--- src/rtl/lavb_pkg.sv ---
// Shared types and constants for the look-at view basis unit.
// No dependencies; every other file in rtl but lavb_delay imports this package.
`default_nettype none
package lavb_pkg;

  localparam int COORD_WIDTH     = 32;
  localparam int BASIS_FRAC_BITS = 14;
  localparam int OUT_WIDTH       = BASIS_FRAC_BITS + 2;
  localparam int SCALE_BITS      = 30;
  localparam int SW              = SCALE_BITS + 1;
  localparam int DIFF_WIDTH      = COORD_WIDTH + 1;
  localparam int CROSS_WIDTH     = 2 * SW + 1;
  localparam int PRE_LAT         = 3;
  localparam int CROSS_LAT       = 2;
  localparam int AXIS_LAT        = PRE_LAT + CROSS_LAT;

  typedef logic [2:0][SW-1:0]        svec_t;
  typedef logic [2:0][OUT_WIDTH-1:0] ovec_t;

  typedef struct packed {
    logic signed [COORD_WIDTH-1:0] eye_x;
    logic signed [COORD_WIDTH-1:0] eye_y;
    logic signed [COORD_WIDTH-1:0] eye_z;
    logic signed [COORD_WIDTH-1:0] target_x;
    logic signed [COORD_WIDTH-1:0] target_y;
    logic signed [COORD_WIDTH-1:0] target_z;
    logic signed [COORD_WIDTH-1:0] up_x;
    logic signed [COORD_WIDTH-1:0] up_y;
    logic signed [COORD_WIDTH-1:0] up_z;
  } vectors_t;

  typedef struct packed {
    logic signed [OUT_WIDTH-1:0] right_x;
    logic signed [OUT_WIDTH-1:0] right_y;
    logic signed [OUT_WIDTH-1:0] right_z;
    logic signed [OUT_WIDTH-1:0] upaxis_x;
    logic signed [OUT_WIDTH-1:0] upaxis_y;
    logic signed [OUT_WIDTH-1:0] upaxis_z;
    logic signed [OUT_WIDTH-1:0] back_x;
    logic signed [OUT_WIDTH-1:0] back_y;
    logic signed [OUT_WIDTH-1:0] back_z;
    logic                        degenerate;
  } basis_t;

  typedef struct packed {
    logic                        valid;
    logic                        nz;
    logic [2:0]                  neg;
    logic [2:0][SCALE_BITS-1:0]  mag;
  } ncarry_t;

endpackage
`default_nettype wire

--- src/rtl/lavb_prescale.sv ---
// Three-stage prescaler: scales a signed vector so its largest magnitude lies in
// [2^29, 2^30), truncating magnitudes. Depends on lavb_pkg.
`default_nettype none
module lavb_prescale #(
  parameter int IW = 33
) (
  input  wire logic               clk,
  input  wire logic               rst,
  input  wire logic               in_valid,
  input  wire logic [2:0][IW-1:0] in_vec,
  output logic                    out_valid,
  output logic                    out_nz,
  output lavb_pkg::svec_t         out_vec
);
  import lavb_pkg::*;

  localparam int BW = $clog2(IW + 1);

  logic [2:0][IW-1:0] mag_c;
  logic [2:0][IW-1:0] mag1, mag2;
  logic [2:0]         neg1, neg2;
  logic [IW-1:0]      or1, or2;
  logic               v1, v2;
  logic [BW-1:0]      bits_c, bits2;
  svec_t              vec_c;

  always_comb begin
    for (int i = 0; i < 3; i++) begin
      mag_c[i] = in_vec[i][IW-1] ? (~in_vec[i] + 1'b1) : in_vec[i];
    end
  end

  // Bit length of the OR of the magnitudes equals that of the largest one.
  always_comb begin
    bits_c = '0;
    for (int j = 0; j < IW; j++) begin
      if (or1[j]) begin
        bits_c = BW'(j + 1);
      end
    end
  end

  always_comb begin
    logic [SCALE_BITS-1:0] m;
    logic [SW-1:0]         mw;
    for (int i = 0; i < 3; i++) begin
      if (bits2 > BW'(SCALE_BITS)) begin
        m = SCALE_BITS'(mag2[i] >> (bits2 - BW'(SCALE_BITS)));
      end else begin
        m = mag2[i][SCALE_BITS-1:0] << (BW'(SCALE_BITS) - bits2);
      end
      mw = {1'b0, m};
      vec_c[i] = neg2[i] ? (~mw + 1'b1) : mw;
    end
  end

  always_ff @(posedge clk) begin
    if (rst) begin
      v1        <= 1'b0;
      v2        <= 1'b0;
      out_valid <= 1'b0;
    end else begin
      v1        <= in_valid;
      v2        <= v1;
      out_valid <= v2;
    end
  end

  always_ff @(posedge clk) begin
    mag1    <= mag_c;
    neg1    <= {in_vec[2][IW-1], in_vec[1][IW-1], in_vec[0][IW-1]};
    or1     <= mag_c[0] | mag_c[1] | mag_c[2];
    mag2    <= mag1;
    neg2    <= neg1;
    or2     <= or1;
    bits2   <= bits_c;
    out_vec <= vec_c;
    out_nz  <= |or2;
  end
endmodule
`default_nettype wire

--- config.mk ---
export PLATFORM = sky130hd
export DESIGN_NAME = lavb_prescale
export DESIGN_NICKNAME = d
export VERILOG_FILES = /design/src/rtl/lavb_pkg.sv /design/src/rtl/lavb_prescale.sv
export SDC_FILE = /design/constraint.sdc
export NUM_CORES = 1
export LEC_CHECK = 0
export BUFFER_PORTS_ARGS = -buffer_cell sky130_fd_sc_hd__buf_4
export CORE_MARGIN = 4
export CORE_UTILIZATION = 35
export CTS_CLUSTER_DIAMETER = 200
export DETAILED_ROUTE_END_ITERATION = 12
export PLACE_DENSITY = 0.52
export SLEW_MARGIN = 10
export SYNTH_ARGS = -nofsm -noshare
export SYNTH_HDL_FRONTEND = slang
export SYNTH_SLANG_ARGS = --single-unit
--- constraint.sdc ---
create_clock -name clk -period 13.1 [get_ports clk]
set_input_delay 1.31 -clock clk [delete_from_list [all_inputs] [get_ports clk]]
set_output_delay 1.31 -clock clk [all_outputs]
set_load 0.03 [all_outputs]
After elaboration in Yosys (flattened, before gate mapping)
Index checks and enable logic that the tools add are counted.
{"block": "totals", "elab_cells": 88, "input_bits": 102, "ff_bits": 373}
{"block": "op_classes", "addsub": 8, "n_reduce_logical": 2, "shift": 6, "mux": 41, "magnitude_cmp": 1, "bitwise_logic": 8}
{"op": "$mux 30", "count": 6}
{"op": "$mux 6", "count": 30}
{"op": "$add 33x1->33 const B", "count": 3}
{"op": "$mux 33", "count": 3}
{"op": "$not 33->33", "count": 3}
{"op": "$shr 33x6->30", "count": 3}
{"op": "$add 31x1->31 const B", "count": 3}
{"op": "$not 30->31", "count": 3}
{"op": "$shl 30x6->30", "count": 3}
{"op": "$or 33x33->33", "count": 2}
{"op": "$reduce_or 33->1", "count": 1}
{"op": "$gt 6x5->1 const B", "count": 1}
{"op": "$sub 5x6->6 const A", "count": 1}
{"op": "$sub 6x5->6 const B", "count": 1}
{"op": "$mux 1", "count": 2}
{"op": "$reduce_or 2->1", "count": 1}

Logic depth before layout (Yosys ltp)
{"block": "logic_depth", "word_depth": 32, "mapped_depth": 22, "mapped_depth_nobuf": 13}

Worst setup path before layout
No wires, ideal clock.
{"block": "synth_path", "kind": "register to register", "from": "register bits2[0]", "to": "register out_vec[30] in the netlist's numbering", "stages_incl_launch_ff": 20, "path_buffers": 8, "setup_ns": 0.125, "required_time_ns": 12.975, "setup_slack_ns": 8.257, "arrival_ns": 4.718, "synth_period_minus_slack_ns": 4.843, "cell_sequence": "dfxtp_1 buf_6 buf_6 buf_6 buf_4 clkinv_1 ha_1 buf_2 inv_1 buf_2 buf_1 mux2i_1 a21oi_1 and2_1 a211oi_1 nand3_1 or2_2 or3_1 clkbuf_1 o41a_1"}
{"block": "synth_between", "elab_chain_len": 5, "word_cells_on_any_way": 8, "classes_between": "3 x add/sub; 1 x order compare; 2 x shift; 1 x mux; 1 x bitwise"}
{"item": "start: declaration", "line_no": "lavb_prescale.sv:24", "text": "logic [BW-1:0] bits_c, bits2;"}
{"item": "start signal: assignment", "line_no": "lavb_prescale.sv:76", "text": "bits2 <= bits_c;"}
{"item": "$sub 6x5->6 / $sub 5x6->6 (equally long branches)", "line_no": "lavb_prescale.sv:48, lavb_prescale.sv:50"}
{"item": "$shr 33x6->30 / $shl 30x6->30 (equally long branches)", "line_no": "lavb_prescale.sv:48, lavb_prescale.sv:50"}
{"item": "$mux 30 *", "line_no": "lavb_prescale.sv:47", "text": "if (bits2 > BW'(SCALE_BITS)) begin"}
{"item": "$not 30->31 *", "line_no": "lavb_prescale.sv:53", "text": "vec_c[i] = neg2[i] ? (~mw + 1'b1) : mw;"}
{"item": "$add 31x1->31 *", "line_no": "lavb_prescale.sv:53"}
{"item": "end signal: assignment", "line_no": "lavb_prescale.sv:77", "text": "out_vec <= vec_c;"}
{"item": "end: declaration", "line_no": "lavb_prescale.sv:13", "text": "output lavb_pkg::svec_t out_vec"}
Mark *: on every way between the ends. The rest lies on a longest branch, timed or not.
A chain may end at the register's enable or synchronous reset.

==> results.txt <==
outcome - completed
Power Density - 164 nW/um2
largest net degree at the start of global routing - 64
leading register cell type out of synthesis - dfxtp_1
CTS Buf Count - 40
Startpoint Class - flop
initial antenna violation count - 0
Skew-Pair Late Insertion Delay - 0.61 ns
final hold violations - 0
total of max-cap violations - 0
routed wire length - 99.1 mm
row count - 96
post_cts resized - 0
grt ovf - 0
setup TNS - 0 ns
Mapped Cells - 2441
crit path DAT - 7.52 ns
share of the synthesized area in the top cell type - 30.9%
Pre-antenna DRT Iters - 7
starting density of the core - 35.2%
Die ar. - 73200 um2
Hold Path Class - reg -> reg
Synth-to-Final Area Change - 13.8%
Clock Tree Root - clkbuf_16
Slew Limit Fails - 0
Global Route Usage Sum - 25.9%
Required @ worst endpoint - 13.62 ns
fmax - 143 MHz
syn_nets - 2552
PortBufs - 196
cell with the most instances after synthesis - dfxtp_1
# hold bufs at CTS - 0
post-route setup slack - 6.10 ns
clk sinks - 373
sequential-to-total area share from yosys stat - 30.9%
Max VDD drop - 0.0870 mV
layout cells sized above 1 - 24.2%
vias in the first global route - 20300
Iteration-0 DRC Markers - 2332
Ports - 197
Die Wd - 271 um
Distinct cells, synth - 101
max_slew headroom - 17.8%
CTS tree - yes
ys async rst share - 0%
Yosys reg bits - 373
Layout fillers - 6823
Setup-failing EPs final - 0
Crit Path Max Fanout - 59
routability cong. - 0.978
postcts setup bufs - 0
Worst Clk Skew - 0.0558 ns
Post-synth top cells - dfxtp_1 (373), nand2_1 (215), mux4_2 (187)
Vias/cell - 6.16
hpwl dp - 77.0 mm
area leader, netlist - dfxtp_1
RSZ-0062 raised after global routing - no
Post-synth EDFFs - 0
first-pass GRT wire length - 143 mm
Post-Place Setup Slack - 6.26 ns
nets - 2645
WL/cell - 28.8 um
clk buf depth - 3
antenna viol nets, final - 0
Leak - 9.98 nW
fin crit period - 7.00 ns
H-tree depth - 2
core area - 68500 um2
Final period util - 53.4%
Synth area leaders - dfxtp_1 (31%), mux4_2 (17%), mux2i_1 (5.9%), xnor2_1 (4.8%), nand2_1 (3.3%)
Post-Syn Area per Cell - 9.89 um2
Clock Pin Slew Worst Setup and Hold Paths - 0.08 ns
CP Capture Type - flop
routed vias - 21200
Die Ht - 271 um
Slew @ Worst Pin - 1.23 ns
synth warn - 0
drc violations - 0
WS Path Type - reg -> reg
mapped cell area - 24100 um2
cell type report:
class,instances,area [um2],share of cell area [%]
Clock inverter,20,246,0.897
Tap cell,882,1100,4.02
Sequential cell,373,7470,27.2
Inverter,42,158,0.574
Antenna cell,1,2.50,0.00911
Multi-Input combinational cell,1840,15700,57.0
Timing Repair Buffer,237,1780,6.48
Clock buffer,49,1050,3.84
cell families (layout without fill, tap and decap cells):
| group | count (synthesis) | in the layout | share of synthesized area, % |
|---|---|---|---|
| AND/OR/NAND/NOR | 708 | 708 | 14.5 |
| other | 0 | 1 | 0 |
| buffers and inverters | 228 | 348 | 4.54 |
| flip-flops | 373 | 373 | 30.9 |
| XOR/XNOR | 182 | 182 | 6.72 |
| adder cells (fa/ha/maj) | 9 | 9 | 0.467 |
| multiplexers | 427 | 427 | 28.0 |
| AO/OA/AOI/OAI | 514 | 514 | 14.9 |
power by group:
part | leakage (nW) | internal, W | switching (W)
Combinational | 6.23 | 0.000728 | 0.00116
Clock | 0.627 | 0.000642 | 0.000485
Sequential | 3.13 | 0.00133 | 0.000162
sequential cells by signal, indices dropped and copies added (netlist names):
signal     cells
out_vec       93
mag1          99
neg1           3
or2           33
out_valid      1
or1           33
v2             1
out_nz         1
mag2          99
v1             1
neg2           3
bits2          6
worst max-delay path: stages, from the launching register on:
cell and delay [ns]:
dfxtp_4 0.61, buf_4 0.50, ha_1 0.53, xor2_4 0.79, buf_4 0.75, mux4_2 0.42, a222oi_1 0.53, nor2_1 0.19
a311oi_1 0.96, nand3_1 0.24, or3b_1 0.50, nand4bb_4 0.30, o31ai_1 0.37, xnor2_1 0.17
routing by layer:
layer | GRT usage [%] | vias up | wire [um]
li1 | - | 9433 | -
met1 | 36.7 | 10500 | 43500
met2 | 40.4 | 1114 | 43900
met3 | 4.89 | 172 | 8350
met4 | 7.55 | 0 | 3310
met5 | 0 | - | 0
cell usage in the layout (no fill, tap or decap), types with 40 or more instances in the layout:
cell         n
mux2i_1    142
nand2_1    214
o21ai_0    106
xnor2_1    129
xor2_1      48
or3_1       54
a21oi_1     73
nor2_1     157
nand3_1     53
mux2_2      71
buf_4      237
nor3_1      45
mux4_2     187
clkbuf_16   40
dfxtp_1    371
o31ai_1     47
stage by stage:
step / hold slack, ns / utilization (%) / power, W / instances / area, um2
after floorplan: 0.310 / - / 0.00267 / 2441 / 24100
after global placement: 0.312 / 38.2 / 0.00337 / 3374 / 26200
after detailed placement: 0.312 / 38.2 / 0.00337 / 3374 / 26200
after CTS: 0.319 / 40.1 / 0.00450 / 3443 / 27500
after global routing: 0.326 / 40.1 / 0.00470 / 3443 / 27500
final: 0.314 / 40.1 / 0.00451 / 3444 / 27500
final timing paths:
kind	startpoint	end	slack, ns	cells after the start
worst max register to register	bits2[1]	out_vec[53]	6.10	13
worst max-delay path	bits2[1]	out_vec[53]	6.10	13
worst min-delay path	mag1[35]	mag2[35]	0.31	0
worst min register to register	mag1[35]	mag2[35]	0.31	0
No activity file was read; power rests on OpenSTA's default activity.
